`src/rtl/cbx_pkg.sv`:
```
package cbx_pkg;

	localparam int KEY_LENGTH = 15;
	localparam int KEY_IDX_W = $clog2(KEY_LENGTH);
	localparam int KEY_W = 8 * KEY_LENGTH;
	localparam int KEY_LOW_W = 64;
	localparam int KEY_HIGH_W = KEY_W - KEY_LOW_W;
	localparam int CFG_DATA_W = 64;
	localparam int CFG_IDX_W = 2;

	localparam logic [CFG_IDX_W-1:0] REG_KEY_LOW = 2'd0;
	localparam logic [CFG_IDX_W-1:0] REG_KEY_HIGH = 2'd1;
	localparam logic [CFG_IDX_W-1:0] REG_MODE = 2'd2;

	localparam logic [KEY_IDX_W-1:0] KEY_IDX_LAST = KEY_IDX_W'(KEY_LENGTH - 1);

	typedef logic [7:0] byte_t;
	typedef logic [KEY_IDX_W-1:0] key_idx_t;

	function automatic byte_t key_byte(input logic [KEY_W-1:0] key, input key_idx_t idx);
		byte_t b;
		b = '0;
		for (int i = 0; i < KEY_LENGTH; i++) begin
			if (idx == KEY_IDX_W'(i)) begin
				b = key[8*i +: 8];
			end
		end
		return b;
	endfunction

endpackage

```
`src/rtl/chained_byte_xor_cipher.sv`:
```
// Chained byte cipher with a 15-byte key. One byte enters per transaction on the
// input channel and one transformed byte leaves per transaction on the output
// channel, with end_of_message copied to result_last. The transform is computed
// in the cycle the byte is accepted and held in an output register, so a byte is
// accepted every cycle while the output side keeps taking results.
// start_of_message clears position, key index and the chaining byte before its
// byte is processed. Key and mode registers are written through the configuration
// channel (index 0 key bytes 0..7, 1 key bytes 8..14, 2 mode: 1 encrypt, 0 decrypt);
// the user must write them only while no byte is in flight, and the block does not
// enforce this; cfg_ready is always high and writes to other indexes are ignored.
module chained_byte_xor_cipher (
	input  logic                             clk,
	input  logic                             arst_n,
	input  logic                             cfg_valid,
	output logic                             cfg_ready,
	input  logic [cbx_pkg::CFG_IDX_W-1:0]    cfg_index,
	input  logic [cbx_pkg::CFG_DATA_W-1:0]   cfg_data,
	input  logic                             in_valid,
	output logic                             in_ready,
	input  logic [7:0]                       data_byte,
	input  logic                             start_of_message,
	input  logic                             end_of_message,
	output logic                             out_valid,
	input  logic                             out_ready,
	output logic [7:0]                       result_byte,
	output logic                             result_last
);

	logic [cbx_pkg::KEY_LOW_W-1:0]  key_low_q;
	logic [cbx_pkg::KEY_HIGH_W-1:0] key_high_q;
	logic                           encrypt_q;

	cbx_pkg::byte_t    chain_q;
	cbx_pkg::byte_t    pos_q;
	cbx_pkg::key_idx_t key_idx_q;

	logic              out_valid_q;
	cbx_pkg::byte_t    result_q;
	logic              last_q;

	logic              in_fire;
	cbx_pkg::byte_t    chain_eff;
	cbx_pkg::byte_t    pos_eff;
	cbx_pkg::key_idx_t key_idx_eff;
	cbx_pkg::byte_t    key_b;
	cbx_pkg::byte_t    res;
	cbx_pkg::byte_t    chain_next;

	assign cfg_ready = 1'b1;
	assign in_ready = !out_valid_q || out_ready;
	assign in_fire = in_valid && in_ready;

	always_ff @(posedge clk or negedge arst_n) begin
		if (!arst_n) begin
			key_low_q <= '0;
			key_high_q <= '0;
			encrypt_q <= 1'b0;
		end else if (cfg_valid) begin
			if (cfg_index == cbx_pkg::REG_KEY_LOW) begin
				key_low_q <= cfg_data;
			end
			if (cfg_index == cbx_pkg::REG_KEY_HIGH) begin
				key_high_q <= cfg_data[cbx_pkg::KEY_HIGH_W-1:0];
			end
			if (cfg_index == cbx_pkg::REG_MODE) begin
				encrypt_q <= cfg_data[0];
			end
		end
	end

	always_comb begin
		chain_eff = start_of_message ? '0 : chain_q;
		pos_eff = start_of_message ? '0 : pos_q;
		key_idx_eff = start_of_message ? '0 : key_idx_q;
		key_b = cbx_pkg::key_byte({key_high_q, key_low_q}, key_idx_eff);
		if (encrypt_q) begin
			res = ((chain_eff ^ data_byte) + pos_eff) ^ key_b;
			chain_next = res;
		end else begin
			res = ((data_byte ^ key_b) - pos_eff) ^ chain_eff;
			chain_next = data_byte;
		end
	end

	always_ff @(posedge clk or negedge arst_n) begin
		if (!arst_n) begin
			chain_q <= '0;
			pos_q <= '0;
			key_idx_q <= '0;
			out_valid_q <= 1'b0;
		end else begin
			if (in_fire) begin
				chain_q <= chain_next;
				pos_q <= pos_eff + 8'd1;
				key_idx_q <= (key_idx_eff == cbx_pkg::KEY_IDX_LAST) ? '0
					: key_idx_eff + cbx_pkg::KEY_IDX_W'(1);
			end
			if (in_fire) begin
				out_valid_q <= 1'b1;
			end else if (out_ready) begin
				out_valid_q <= 1'b0;
			end
		end
	end

	always_ff @(posedge clk) begin
		if (in_fire) begin
			result_q <= res;
			last_q <= end_of_message;
		end
	end

	assign out_valid = out_valid_q;
	assign result_byte = result_q;
	assign result_last = last_q;

endmodule

```
`config.mk`:
```
export PLATFORM = sky130hd
export DESIGN_NAME = chained_byte_xor_cipher
export DESIGN_NICKNAME = d
export VERILOG_FILES = /design/src/rtl/cbx_pkg.sv /design/src/rtl/chained_byte_xor_cipher.sv
export SDC_FILE = /design/constraint.sdc
export NUM_CORES = 1
export LEC_CHECK = 0
export BUFFER_PORTS_ARGS = -buffer_cell sky130_fd_sc_hd__clkbuf_2
export CAP_MARGIN = 15
export CORE_MARGIN = 3
export CORE_UTILIZATION = 40
export DETAILED_ROUTE_END_ITERATION = 16
export PLACE_DENSITY = 0.6
export SLEW_MARGIN = 20
export SYNTH_ARGS = -nofsm -noshare
export SYNTH_HDL_FRONTEND = slang
export SYNTH_SLANG_ARGS = --single-unit
```
`constraint.sdc`:
```
create_clock -name clk -period 9.36 [get_ports clk]
set_input_delay 1.872 -clock clk [delete_from_list [all_inputs] [get_ports clk]]
set_output_delay 1.872 -clock clk [all_outputs]
set_load 0.005 [all_outputs]
```
# --- After elaboration in Yosys (flattened, before gate mapping) ---
# Cells that the tools add are included.
# W data, S select, Z words.
word_totals:
  input_bits: 81
  word_cells: 65
  ff_bits: 151
  out_inout_bits: 12
op_classes:
  bitwise: 4
  reduce_logical: 9
  n_eq_ne: 16
  n_mux: 23
  addsub: 4
op_table:
  columns: ["operator", "n"]
  rows:
  - ["$mux W8", 19]
  - ["$xor A8 B8 Y8", 4]
  - ["$eq A4 B4 Y1 const B", 7]
  - ["$eq A4 B3 Y1 const B", 4]
  - ["$add A8 B1 Y8 const B", 1]
  - ["$add A8 B8 Y8", 1]
  - ["$eq A4 B2 Y1 const B", 2]
  - ["$mux W4", 2]
  - ["$sub A8 B8 Y8", 1]
  - ["$reduce_and A2 Y1", 3]
  - ["$add A4 B1 Y4 const B", 1]
  - ["$eq A4 B1 Y1 const B", 1]
  - ["$logic_not A4 Y1", 1]
  - ["$eq A2 B1 Y1 const B", 1]
  - ["$eq A2 B2 Y1 const B", 1]
  - ["$logic_not A2 Y1", 1]
  - ["$mux W1", 2]
  - ["$reduce_bool A2 Y1", 1]
  - ["$logic_and A1 B1 Y1", 1]
  - ["$logic_not A1 Y1", 1]
  - ["$logic_or A1 B1 Y1", 1]

# --- Longest topological paths before layout ---
# Gate-level depths: netlist of the first run.
depth:
  ltp_word: 21
  ltp_mapped: 19

# --- Worst setup path before layout of the first run ---
# OpenSTA, ideal clock, no wires.
synth_path:
  kind: "input-to-reg"
  start: "in start_of_message"
  end: "reg chain_q[6]"
  slack_ns: 4.540
  path_stages: 16
  arrival_time_ns: 4.744
  required_ns: 9.283
  path_cell_list: "buf_2 > inv_1 > clkbuf_1 > nand2_1 > xnor2_1 > ha_1 > inv_1 > fa_1 > nor2b_1 > o21a_1 > o21ai_0 > nor4b_1 > a2111oi_0 > xor2_1 > mux2_2 > o21ai_1"
synth_between:
  elab_chain_len: 19
synth_rtl:
  columns: ["item", "line_no", "source"]
  rows:
  - ["from (decl)", "chained_byte_xor_cipher.sv:21", "input logic start_of_message,"]
  - ["$mux W4", "chained_byte_xor_cipher.sv:74", "key_idx_eff = start_of_message ? '0 : key_idx_q;"]
  - ["$logic_not A4 Y1", "cbx_pkg.sv:24", "if (idx == KEY_IDX_W'(i)) begin"]
  - ["$mux W8 (15 in series)", "cbx_pkg.sv:24", null]
  - ["$xor A8 B8 Y8 *", "chained_byte_xor_cipher.sv:77", "res = ((chain_eff ^ data_byte) + pos_eff) ^ key_b;"]
  - ["$mux W8 *", "chained_byte_xor_cipher.sv:76", "if (encrypt_q) begin"]
  - ["to (signal assigned)", "chained_byte_xor_cipher.sv:93", "chain_q <= chain_next;"]
  - ["to (decl)", "chained_byte_xor_cipher.sv:33", "cbx_pkg::byte_t chain_q;"]
# Every way passes the cells marked *; elsewhere a longest branch is shown, timed or not.
# A chain may end at the register's enable or synchronous reset.

# --- Worst setup path after layout of the first run ---
layout_path:
  start: "in start_of_message"
  end: "reg result_q[7], in the netlist result_byte[7] (data pin)"
layout_between:
  elab_chain_len: 21
layout_rtl:
  columns: ["item", "line_no", "source"]
  rows:
  - ["$mux W4", "chained_byte_xor_cipher.sv:74", null]
  - ["$logic_not A4 Y1", "cbx_pkg.sv:24", null]
  - ["$mux W8 (15 in series)", "cbx_pkg.sv:24", null]
  - ["$xor A8 B8 Y8", "chained_byte_xor_cipher.sv:80", "res = ((data_byte ^ key_b) - pos_eff) ^ chain_eff;"]
  - ["$sub A8 B8 Y8", "chained_byte_xor_cipher.sv:80", null]
  - ["$xor A8 B8 Y8", "chained_byte_xor_cipher.sv:80", null]
  - ["$mux W8 *", "chained_byte_xor_cipher.sv:76", null]
  - ["via res[7]", "chained_byte_xor_cipher.sv:46", "cbx_pkg::byte_t res;"]
  - ["to (signal assigned)", "chained_byte_xor_cipher.sv:108", "result_q <= res;"]
  - ["to (decl)", "chained_byte_xor_cipher.sv:38", "cbx_pkg::byte_t result_q;"]
# The timed path passes the listed nets; every way through them passes the cells marked *.

==> impl_metrics.py, run 1 <==
metrics = {
    "synthesis": {
        "synth_seq_cells": 151,
        "async_flop_share_pct": 94.0,
        "syn_nets": 841,
        "syn_area_per_cell_sq_um": 11.1,
        "synth_top_area_share_pct": 43.2,
        "synthCells": 743,
        "ys_types": 76,
        "synth-edff-count": 9,
        "ys_seq_area_share_pct": 46.5,
        "synth_top_cell_by_area": "dfrtp_1",
        "synthTopCellsByArea": "dfrtp_1, mux2_2, xnor2_1",
        "ys.flop_type": "dfrtp_1",
        "yosys_warnings": 0,
        "syn_area_sq_um": 8230,
    },
    "setup_path": {
        "endpoint_kind": "register",
        "cp.arrival_ps": 5770,
        "crit_chain": "clkbuf_2 > inv_1 > o41ai_2 > a2bb2oi_1 > a31oi_1 > o21ai_0 > nand2_1 > xor2_1 > ha_1 > nor2b_1 > o21ai_0 > nand2b_1 > a21o_1 > a21oi_1 > a211oi_1 > a21boi_0 > xnor2_1",
        "critPathMaxFanout": 26,
        "max_stage_delay_ps": 610,
        "crit_required_ps": 9520,
        "cp_slowest_cell": "inv_1",
        "critPathLaunchType": "input port",
        "crit_type": "input port to register",
        "critPathMostFrequentCell": "o21ai_0",
    },
    "power": {
        "p_int_mw": 1.59,
        "ir_drop_mv": 0.135,
        "cellPowerDensity_nw_per_um2": 261,
        "p_seq_share_pct": 38.3,
        "power_frac_clock_pct": 26.3,
        "power.leakage_nw": 3.94,
        "swShare_pct": 35.3,
        "p_switching_uw": 868,
        "pwr-share-comb_pct": 35.4,
    },
    "floorplanning": {
        "die_h_microns": 149,
        "initial_core_util_pct": 41.5,
        "die_w_microns": 149,
        "fp.dieArea_sq_um": 22300,
        "io-pin-count": 93,
        "coreArea_sq_um": 19800,
        "rows": 51,
    },
    "clock_network": {
        "cts_buffers": 17,
        "cts_sinks": 151,
        "clk_pin_slew_ps": 60,
        "clockRootBuffer": "clkbuf_16",
        "post_cts_buffers": 0,
        "cts_buffer_depth": 2,
        "cts_resized": 0,
        "htreeDepth": 4,
        "postCtsHoldBufs": 0,
        "cts_tree": "built",
        "clock_latency_ps": 430,
    },
    "routing": {
        "finalWirelength_mm": 22.1,
        "drt_iter0_drc": 410,
        "ant_nets": 0,
        "num_vias": 6143,
        "dr.pass1.iters": 8,
        "via_per_inst": 5.63,
        "drc": 0,
        "avgRoutedWirePerCell_microns": 20.2,
    },
    "final_layout": {
        "final_cell_mix": "dfrtp_1, mux2_2, clkbuf_2, nand2_1, a21oi_1",
        "fin_util_pct": 47.5,
        "final_common_cell": "dfrtp_1",
        "area_growth_pct": 14.6,
        "fin_area_sq_um": 9430,
        "diodes": 0,
        "fin_nets": 913,
        "drive_gt1_share_pct": 32.7,
    },
    "timing": {
        "setup_ws_ps": 3750,
        "tightest_slew_ps": 1040,
        "setup_viol": 0,
        "max_slew_margin_pct": 30.4,
        "tns_ps": 0,
        "post-route-period-util_pct": 59.9,
        "final-max-slew-violation-count": 0,
        "hold_viol": 0,
        "skew_ps": 12.2,
        "fmax_mhz": 178,
        "period_minus_slack_ps": 5610,
        "rsz0062_at_grt": "false",
        "whs_ps": 480,
    },
    "global_route": {
        "grt_pass1_wl_mm": 34.7,
        "grt.overflow.total": 0,
        "first_global_vias": 6143,
        "grt_use_total_pct": 20.3,
        "grt_max_degree": 75,
        "antenna_found_initial": 0,
    },
    "placed_design": {
        "dp_hpwl_mm": 16.3,
        "gp_congestion": 0.926,
        "pre_cts_ws_ps": 3390,
        "placed_cell_area_sq_um": 8870,
        "io_buffers": 91,
    },
    "outcome": {
        "status": "complete, no violations",
    },
    "worst_hold_path": {
        "hold_class": "register to register",
    },
    "flow_run": {
        "maxCapViolations": 0,
    },
}
-- routing by layer --
| layer | vias up | track usage, % | wire, microns |
|---|---|---|---|
| met5 | - | 0 | 0 |
| met4 | 0 | 5.54 | 424 |
| met3 | 36 | 5.09 | 1280 |
| met2 | 188 | 33.5 | 10600 |
| met1 | 3063 | 26.8 | 9740 |
| li1 | 2856 | - | - |
-- cells by family (layout without fill, tap and decap cells) --
kind of cell	count (synthesis)	after routing	synth area share [%]
compound gates	162	162	13.7
buf+inv	66	149	3.51
xor+xnor	42	42	4.47
fa+ha+maj	17	17	2.77
flops	151	151	46.5
simple gates	178	178	11.9
other cells	1	1	0.0456
mux	126	126	17.2
-- registers in the layout, summed over array words and instances (netlist names) --
signal       count
key_low_q       64
chain_q          8
result_last      1
key_idx_q        4
result_byte      8
encrypt_q        1
out_valid        1
pos_q            8
key_high_q      56
-- layout make-up --
class                      count  area (sq um)
inverter                      20          75.1
timing repair buffer          99           522
clock buffer                  21           460
fill                        1821         10400
sequential                   151          3820
clock inverter                 9          93.8
multi-input combinational    526          4120
tap                          265           332
-- Yosys cell counts (all sizes together) (3+ instances only) --
library cell    n
nand3          13
xnor2          32
nor3           10
nor2           32
nand3b          6
a211oi          4
or3             3
a31oi          12
clkbuf         27
o2bb2ai         7
xor2           10
nor4            5
nand4           4
o31ai           3
mux2i           4
a31o            3
or3b            3
o21ai          37
nor3b           7
a222oi          7
a21oi          36
buf            19
a22oi          10
and3            4
edfxtp          9
nor2b          13
dfrtp         142
nand2b         18
ha             15
mux2          122
nand2          54
o22ai           3
a21o           13
inv            20
o2111ai         3
-- worst max-delay path: cells and delay by family --
family | cells | cell delay [ps]
buf+inv | 2 | 980
simple gates | 3 | 390
xor+xnor | 2 | 340
compound gates | 9 | 1910
fa+ha+maj | 1 | 290
-- final timing paths --
path / slack, ps / endpoint / depth (start not counted) / startpoint
setup / recovery: 3750 / result_byte[7] / 17 / start_of_message
hold / removal: 480 / chain_q[4] / 1 / chain_q[4]
setup reg to reg: 4990 / result_byte[7] / 15 / key_idx_q[3]
hold reg to reg: 480 / chain_q[4] / 1 / chain_q[4]
max in group asynchronous: 6520 / key_low_q[13] / 2 / arst_n
min in group asynchronous: 1440 / chain_q[5] / 1 / arst_n
-- power groups by stage --
| stage | Sequential, mW | Clock, mW | Combinational, mW |
|---|---|---|---|
| 3_5_place_dp | 0.953 | 0 | 0.863 |
| 3_3_place_gp | 0.954 | 0 | 0.856 |
| 6_report | 0.943 | 0.647 | 0.870 |
| 5_1_grt | 0.958 | 0.691 | 0.963 |
| 4_1_cts | 0.942 | 0.663 | 0.866 |
| 2_1_floorplan | 0.886 | 0 | 0.682 |
-- per-stage QoR --
step	power [mW]	std cells
floorplan	1.57	743
global placement	1.81	1061
detailed placement	1.82	1061
CTS	2.47	1091
global route	2.61	1091
finish	2.46	1091
(Power assumes the default switching activity.)
==> run 2, diff against run 1 <==
--- a/config.mk
+++ b/config.mk
@@ -10,7 +10,7 @@
 export CORE_MARGIN = 3
 export CORE_UTILIZATION = 40
 export DETAILED_ROUTE_END_ITERATION = 16
-export PLACE_DENSITY = 0.6
+export PLACE_DENSITY = 0.62
 export SLEW_MARGIN = 20
 export SYNTH_ARGS = -nofsm -noshare
 export SYNTH_HDL_FRONTEND = slang
==> constraint.sdc (replaced) <==
create_clock -name clk -period 5.16 [get_ports clk]
set_input_delay 1.032 -clock clk [delete_from_list [all_inputs] [get_ports clk]]
set_output_delay 1.032 -clock clk [all_outputs]
set_load 0.005 [all_outputs]
==> run 2 against run 1 <==
  * Non-clock buffer count increased by 13
  * Critical endpoint unchanged
  * Clock skew decreased by 1.0 ps
  * Die area unchanged
  * Worst hold slack improved by 2.0 ps
  * Largest cell class unchanged
  * Clock power increased by 100%
==> impl_metrics.py, run 2 (synthesis gave the netlist of run 1 again) <==
metrics = {
    "placed_design": {
        "gp_congestion": 0.906,
        "io_buffers": 91,
        "dp_hpwl_mm": 17.5,
        "placed_cell_area_sq_um": 8970,
        "dp.cells": 1074,
    },
    "routing": {
        "drc": 0,
        "avgRoutedWirePerCell_microns": 20.9,
        "via_per_inst": 5.58,
        "finalWirelength_mm": 23.2,
        "num_vias": 6170,
        "ant_nets": 0,
        "drt_iter0_drc": 481,
        "dr.pass1.iters": 6,
    },
    "setup_path": {
        "critPathLaunchType": "input port",
        "cp_slowest_cell": "o21ai_0",
        "endpoint_kind": "register",
        "critPathBufInv": 2,
        "cp.arrival_ps": 4520,
        "max_stage_delay_ps": 440,
        "critPathMostFrequentCell": "o21ai_0",
        "crit_type": "input port to register",
        "crit_required_ps": 5330,
        "crit_chain": "clkbuf_2 > nand2b_2 > nor4_2 > buf_4 > a22oi_1 > a31oi_1 > o21ai_0 > nand2_1 > xor2_1 > ha_1 > nor2b_1 > o21ai_0 > nand2b_1 > a21o_1 > a21oi_1 > a211oi_1 > a21boi_0 > xnor2_1",
        "critPathMaxFanout": 13,
        "cp_top_family": "compound AO/OA/AOI/OAI gates",
    },
    "clock_network": {
        "clockRootBuffer": "clkbuf_16",
        "cts_sinks": 151,
        "htreeDepth": 4,
        "cts_buffers": 17,
        "postCtsHoldBufs": 0,
        "clock_latency_ps": 420,
        "cts_resized": 0,
        "clk_pin_slew_ps": 70,
        "cts_tree": "built",
        "post_cts_buffers": 0,
        "cts_buffer_depth": 2,
    },
    "final_layout": {
        "final_cells": 1106,
        "drive_gt1_share_pct": 34.1,
        "n_fill_cell": 1827,
        "largestRegisters": "key_low_q: 64 flops, key_high_q: 56 flops",
        "final_common_cell": "dfrtp_1",
        "final_cell_mix": "dfrtp_1, mux2_2, clkbuf_2, nand2_1, a21oi_1",
        "diodes": 0,
        "fin_nets": 926,
        "largest_register_ffs": 64,
        "fin_area_sq_um": 9590,
        "area_growth_pct": 16.5,
        "top_register": "key_low_q",
    },
    "global_route": {
        "grt_use_total_pct": 21.3,
        "grt.overflow.total": 0,
        "grt_pass1_wl_mm": 36.1,
        "grt_max_degree": 106,
        "antenna_found_initial": 0,
        "first_global_vias": 6192,
    },
    "power": {
        "power.total_mw": 4.65,
        "cellPowerDensity_nw_per_um2": 485,
        "ir_drop_mv": 0.240,
        "power.leakage_nw": 4.04,
    },
    "floorplanning": {
        "die_h_microns": 149,
        "fp.dieArea_sq_um": 22300,
        "die_w_microns": 149,
        "io-pin-count": 93,
        "initial_core_util_pct": 41.5,
        "rows": 51,
        "coreArea_sq_um": 19800,
    },
    "worst_hold_path": {
        "hold_class": "register to register",
    },
    "timing": {
        "period_minus_slack_ps": 4360,
        "max_slew_margin_pct": 32.3,
        "skew_ps": 11.1,
        "rsz0062_at_grt": "false",
        "hold_viol": 0,
        "final-max-slew-violation-count": 0,
        "setup_viol": 0,
        "tns_ps": 0,
        "post-route-period-util_pct": 84.4,
        "tightest_slew_ps": 1010,
        "fmax_mhz": 230,
    },
    "flow_run": {
        "maxCapViolations": 0,
    },
    "outcome": {
        "status": "complete, no violations",
    },
}
run 2: cell count changes in the layout (fill, tap and decap cells not counted), sizes merged:
| cell | before | now |
|---|---|---|
| buf | 9 | 22 |
| bufinv | 1 | 3 |
| inv | 22 | 28 |
| clkbuf | 111 | 107 |
| clkinv | 4 | 3 |
| clkinvlp | 2 | 1 |
run 2: path summary, 6_finish.rpt:
check	depth (start not counted)	startpoint	to	slack [ps]
min in group asynchronous	1	arst_n	key_low_q[18]	720
max	18	start_of_message	result_byte[7]	800
max in group asynchronous	2	arst_n	pos_q[4]	3340
min	2	pos_q[1]	pos_q[1]	480
max reg2reg	16	key_idx_q[2]	result_byte[7]	880
min reg2reg	2	pos_q[1]	pos_q[1]	480
run 2: area by class of cell:
type                            instances  area (sq um)  area share, %
Tap cell                              265           332           3.46
Sequential cell                       151          3820           39.9
Clock buffer                           17           425           4.44
Clock inverter                         15           188           1.96
Inverter                               20          75.1          0.783
Timing Repair Buffer                  112           619           6.46
Multi-Input combinational cell        526          4120           43.0
run 2: where the power goes:
part           internal, mW  total, mW  switching (mW)
clock network         0.774       1.31           0.535
logic                 0.746       1.58           0.838
registers              1.48       1.75           0.275
total                  3.00       4.65            1.65
run 2: worst reg2reg max path, delay by kind of cell, from the launching register on:
family | cells | cell delay [ps]
buffers and inverters | 1 | 280
XOR/XNOR | 2 | 380
adder cells (fa/ha/maj) | 1 | 290
AND/OR/NAND/NOR | 4 | 670
AO/OA/AOI/OAI | 8 | 1530
flip-flops | 1 | 890
run 2: metrics by stage:
| stage | hold slack (ps) | setup WS (ps) | util [%] |
|---|---|---|---|
| final | 482 | 804 | 48.3 |
| after global routing | 517 | 486 | 48.3 |
| after CTS | 487 | 834 | 48.3 |
| after detailed placement | 470 | 375 | 45.2 |
| after global placement | 468 | 481 | 45.2 |
| after floorplan | 446 | 1180 | - |
run 2: layer usage:
layer	routed length, microns	vias to the layer above	global-route usage (%)	part of all wire, %
met5	0	-	0	0
li1	-	2878	-	-
met1	10300	3041	29.5	45
met3	1300	35	3.94	5.6
met2	10800	216	33.8	47
met4	675	0	7.51	2.9
==> run 3, diff against run 2 <==
--- a/config.mk
+++ b/config.mk
@@ -5,6 +5,7 @@
 export SDC_FILE = /design/constraint.sdc
 export NUM_CORES = 1
 export LEC_CHECK = 0
+export ABC_AREA = 1
 export BUFFER_PORTS_ARGS = -buffer_cell sky130_fd_sc_hd__clkbuf_2
 export CAP_MARGIN = 15
 export CORE_MARGIN = 3
==> constraint.sdc (replaced) <==
create_clock -name clk -period 3.8 [get_ports clk]
set_input_delay 0.76 -clock clk [delete_from_list [all_inputs] [get_ports clk]]
set_output_delay 0.76 -clock clk [all_outputs]
set_load 0.005 [all_outputs]
==> run 3 against run 2 <==
  * Count of clock-buffer cells in the layout unchanged
  * Routed wire length decreased by 7.4%
  * Area after synthesis shrank 2.4%
  * Via count up 10%
  * Sequential power grew 19%
  * Clock skew is essentially flat
  * Cell area increased by 2.3%
  * Largest power group unchanged
==> impl_metrics.py, run 3 <==
metrics = {
    "synthesis": {
        "ys_types": 49,
        "synth_top_area_share_pct": 44.2,
        "yosys_warnings": 0,
        "synth-edff-count": 9,
        "syn_nets": 1098,
        "synth_most_common_cell": "nand2_1",
        "synthCells": 1000,
        "netlist_top_cells_count": "nand2_1, dfrtp_1, inv_1",
        "synth_seq_cells": 151,
        "async_flop_share_pct": 94.0,
        "synth_top_cell_by_area": "dfrtp_1",
        "ys.flop_type": "dfrtp_1",
        "synthTopCellsByArea": "dfrtp_1, nand2_1, o21ai_0",
        "syn_area_sq_um": 8030,
        "ys_seq_area_share_pct": 47.6,
        "syn_area_per_cell_sq_um": 8.03,
    },
    "timing": {
        "tns_ps": 0,
        "final-max-slew-violation-count": 0,
        "hold_viol": 0,
        "rsz0062_at_grt": "true",
        "setup_viol": 0,
        "setup_ws_ps": 218,
        "fmax_mhz": 279,
        "skew_ps": 11.2,
        "max_slew_margin_pct": 52.0,
        "whs_ps": 328,
        "post-route-period-util_pct": 94.3,
        "period_minus_slack_ps": 3580,
        "tightest_slew_ps": 719,
    },
    "routing": {
        "ant_nets": 0,
        "wl_met3_mm": 1.14,
        "finalWirelength_mm": 21.4,
        "avgRoutedWirePerCell_microns": 15.2,
        "met2_length_mm": 9.44,
        "dr.pass1.iters": 5,
        "via_per_inst": 4.82,
        "num_vias": 6798,
        "routed.top_layer": "met4",
        "drt_iter0_drc": 425,
        "drc": 0,
        "wl_met1_mm": 10.5,
    },
    "setup_path": {
        "rrSetupSlack_ps": 220,
        "cp.arrival_ps": 3770,
        "critPathMaxFanout": 11,
        "crit_type": "register to register",
        "critPathLaunchType": "register",
        "cp-endpoint": "result_byte[7]",
        "reg2reg_from": "key_idx_q[0]",
        "worst_r2r_path_depth": 24,
        "crit_start": "key_idx_q[0]",
        "reg2reg_to": "result_byte[7]",
        "endpoint_kind": "register",
        "crit_required_ps": 3980,
    },
    "placed_design": {
        "placed_cell_area_sq_um": 9120,
        "gp_congestion": 0.877,
        "dp.cells": 1373,
        "io_buffers": 91,
        "pre_cts_ws_ps": -330,
        "dp_hpwl_mm": 15.9,
    },
    "global_route": {
        "first_global_vias": 6560,
        "grt_max_degree": 121,
        "grt.overflow.total": 0,
        "antenna_found_initial": 0,
        "grt_pass1_wl_mm": 34.6,
        "grt_use_total_pct": 20.4,
    },
    "clock_network": {
        "cts_buffers": 17,
        "cts_tree": "built",
        "postCtsHoldBufs": 0,
        "cts_buffer_depth": 2,
        "clockRootBuffer": "clkbuf_16",
        "htreeDepth": 4,
        "clk_pin_slew_ps": 70,
        "cts_sinks": 151,
        "clock_latency_ps": 440,
    },
    "floorplanning": {
        "initial_core_util_pct": 41.0,
        "die_h_microns": 148,
        "rows": 51,
        "fp.dieArea_sq_um": 21800,
        "io-pin-count": 93,
        "coreArea_sq_um": 19600,
        "die_w_microns": 148,
    },
    "final_layout": {
        "diodes": 0,
        "largestRegisters": "key_low_q: 64 flops, key_high_q: 56 flops",
        "top_register": "key_low_q",
        "final_common_cell": "nand2_1",
        "fin_nets": 1231,
        "final_cells": 1411,
        "largest_register_ffs": 64,
        "fin_area_sq_um": 9810,
        "n_fill_cell": 1938,
        "final_cell_mix": "nand2_1, dfrtp_1, inv_1, o21ai_0, clkbuf_2",
        "area_growth_pct": 22.1,
        "drive_gt1_share_pct": 21.6,
    },
    "outcome": {
        "status": "complete, no violations",
    },
    "flow_run": {
        "maxCapViolations": 0,
    },
    "worst_hold_path": {
        "hold_class": "input port to async pin",
    },
    "power": {
        "cellPowerDensity_nw_per_um2": 508,
        "power.leakage_nw": 5.00,
        "ir_drop_mv": 0.289,
    },
}
-- run 3: layout make-up --
type | instances | area [sq um] | area share, %
Timing Repair Buffer | 152 | 1000 | 10.2
Tap cell | 265 | 332 | 3.38
Clock inverter | 15 | 129 | 1.31
Multi-Input combinational cell | 671 | 3560 | 36.3
Sequential cell | 151 | 3820 | 39.0
Inverter | 140 | 533 | 5.44
Clock buffer | 17 | 425 | 4.34
-- run 3: logic make-up (layout without fill, tap and decap cells) --
logic type,count (synthesis),count (layout),share of synthesized area (%)
AOI/OAI and AO/OA,189,189,12.3
DFF,151,151,47.6
muxes,8,8,1.12
adders and majority gates,17,17,2.83
other,1,1,0.0467
and+or+nand+nor,423,423,23.6
buffers and inverters,178,324,8.94
xor gates and xnor gates,33,33,3.60
-- run 3: per-stage QoR --
stage	total power, mW	util, %
after floorplan	2.85	-
after global placement	3.31	46.5
after detailed placement	3.34	46.5
after CTS	4.97	49.4
after global routing	5.29	50.1
final	4.98	50.1
-- run 3: worst min path at each step --
stage                        start        endpoint  depth (start not counted)
floorplan           key_high_q[55]  key_high_q[55]                          2
global placement    key_high_q[55]  key_high_q[55]                          2
detailed placement  key_high_q[55]  key_high_q[55]                          2
CTS                         arst_n       out_valid                          1
global route                arst_n       out_valid                          1
finish                      arst_n   key_low_q[56]                          1
-- run 3: critical path, stage by stage, from the launching register on --
cell      delay (ps)
dfrtp_2          430
buf_12           140
buf_4            130
nor2_4           140
nand2_4          100
or2_2            290
nand2_1           70
nand2_1           40
nand2_1           50
nand4_1          100
nand2_1          100
nand2_2           60
nand2_2           70
xor2_1           150
ha_1             270
a21oi_1          150
o21ai_1          100
a21oi_1          130
o21bai_1         110
a21oi_1          140
nor2_1            50
nor2_1           110
xor2_1           170
and2_1           140
o21ai_1           60
-- run 3: layer usage --
| metal | global-route usage [%] | vias up |
|---|---|---|
| met1 | 29.9 | 3138 |
| met3 | 3.89 | 24 |
| li1 | - | 3458 |
| met5 | 0 | - |
| met4 | 6.66 | 0 |
| met2 | 30.5 | 178 |
-- run 3: timing repair --
item | 4_1_cts | 5_1_grt
setup endpoints to repair | 0 | 4
setup buffers | 0 | 6
resized for setup | 0 | 16
-- run 3: power breakdown --
part / internal, mW / switching (mW)
Combinational: 0.540 / 0.732
Clock: 0.861 / 0.761
Sequential: 1.91 / 0.178
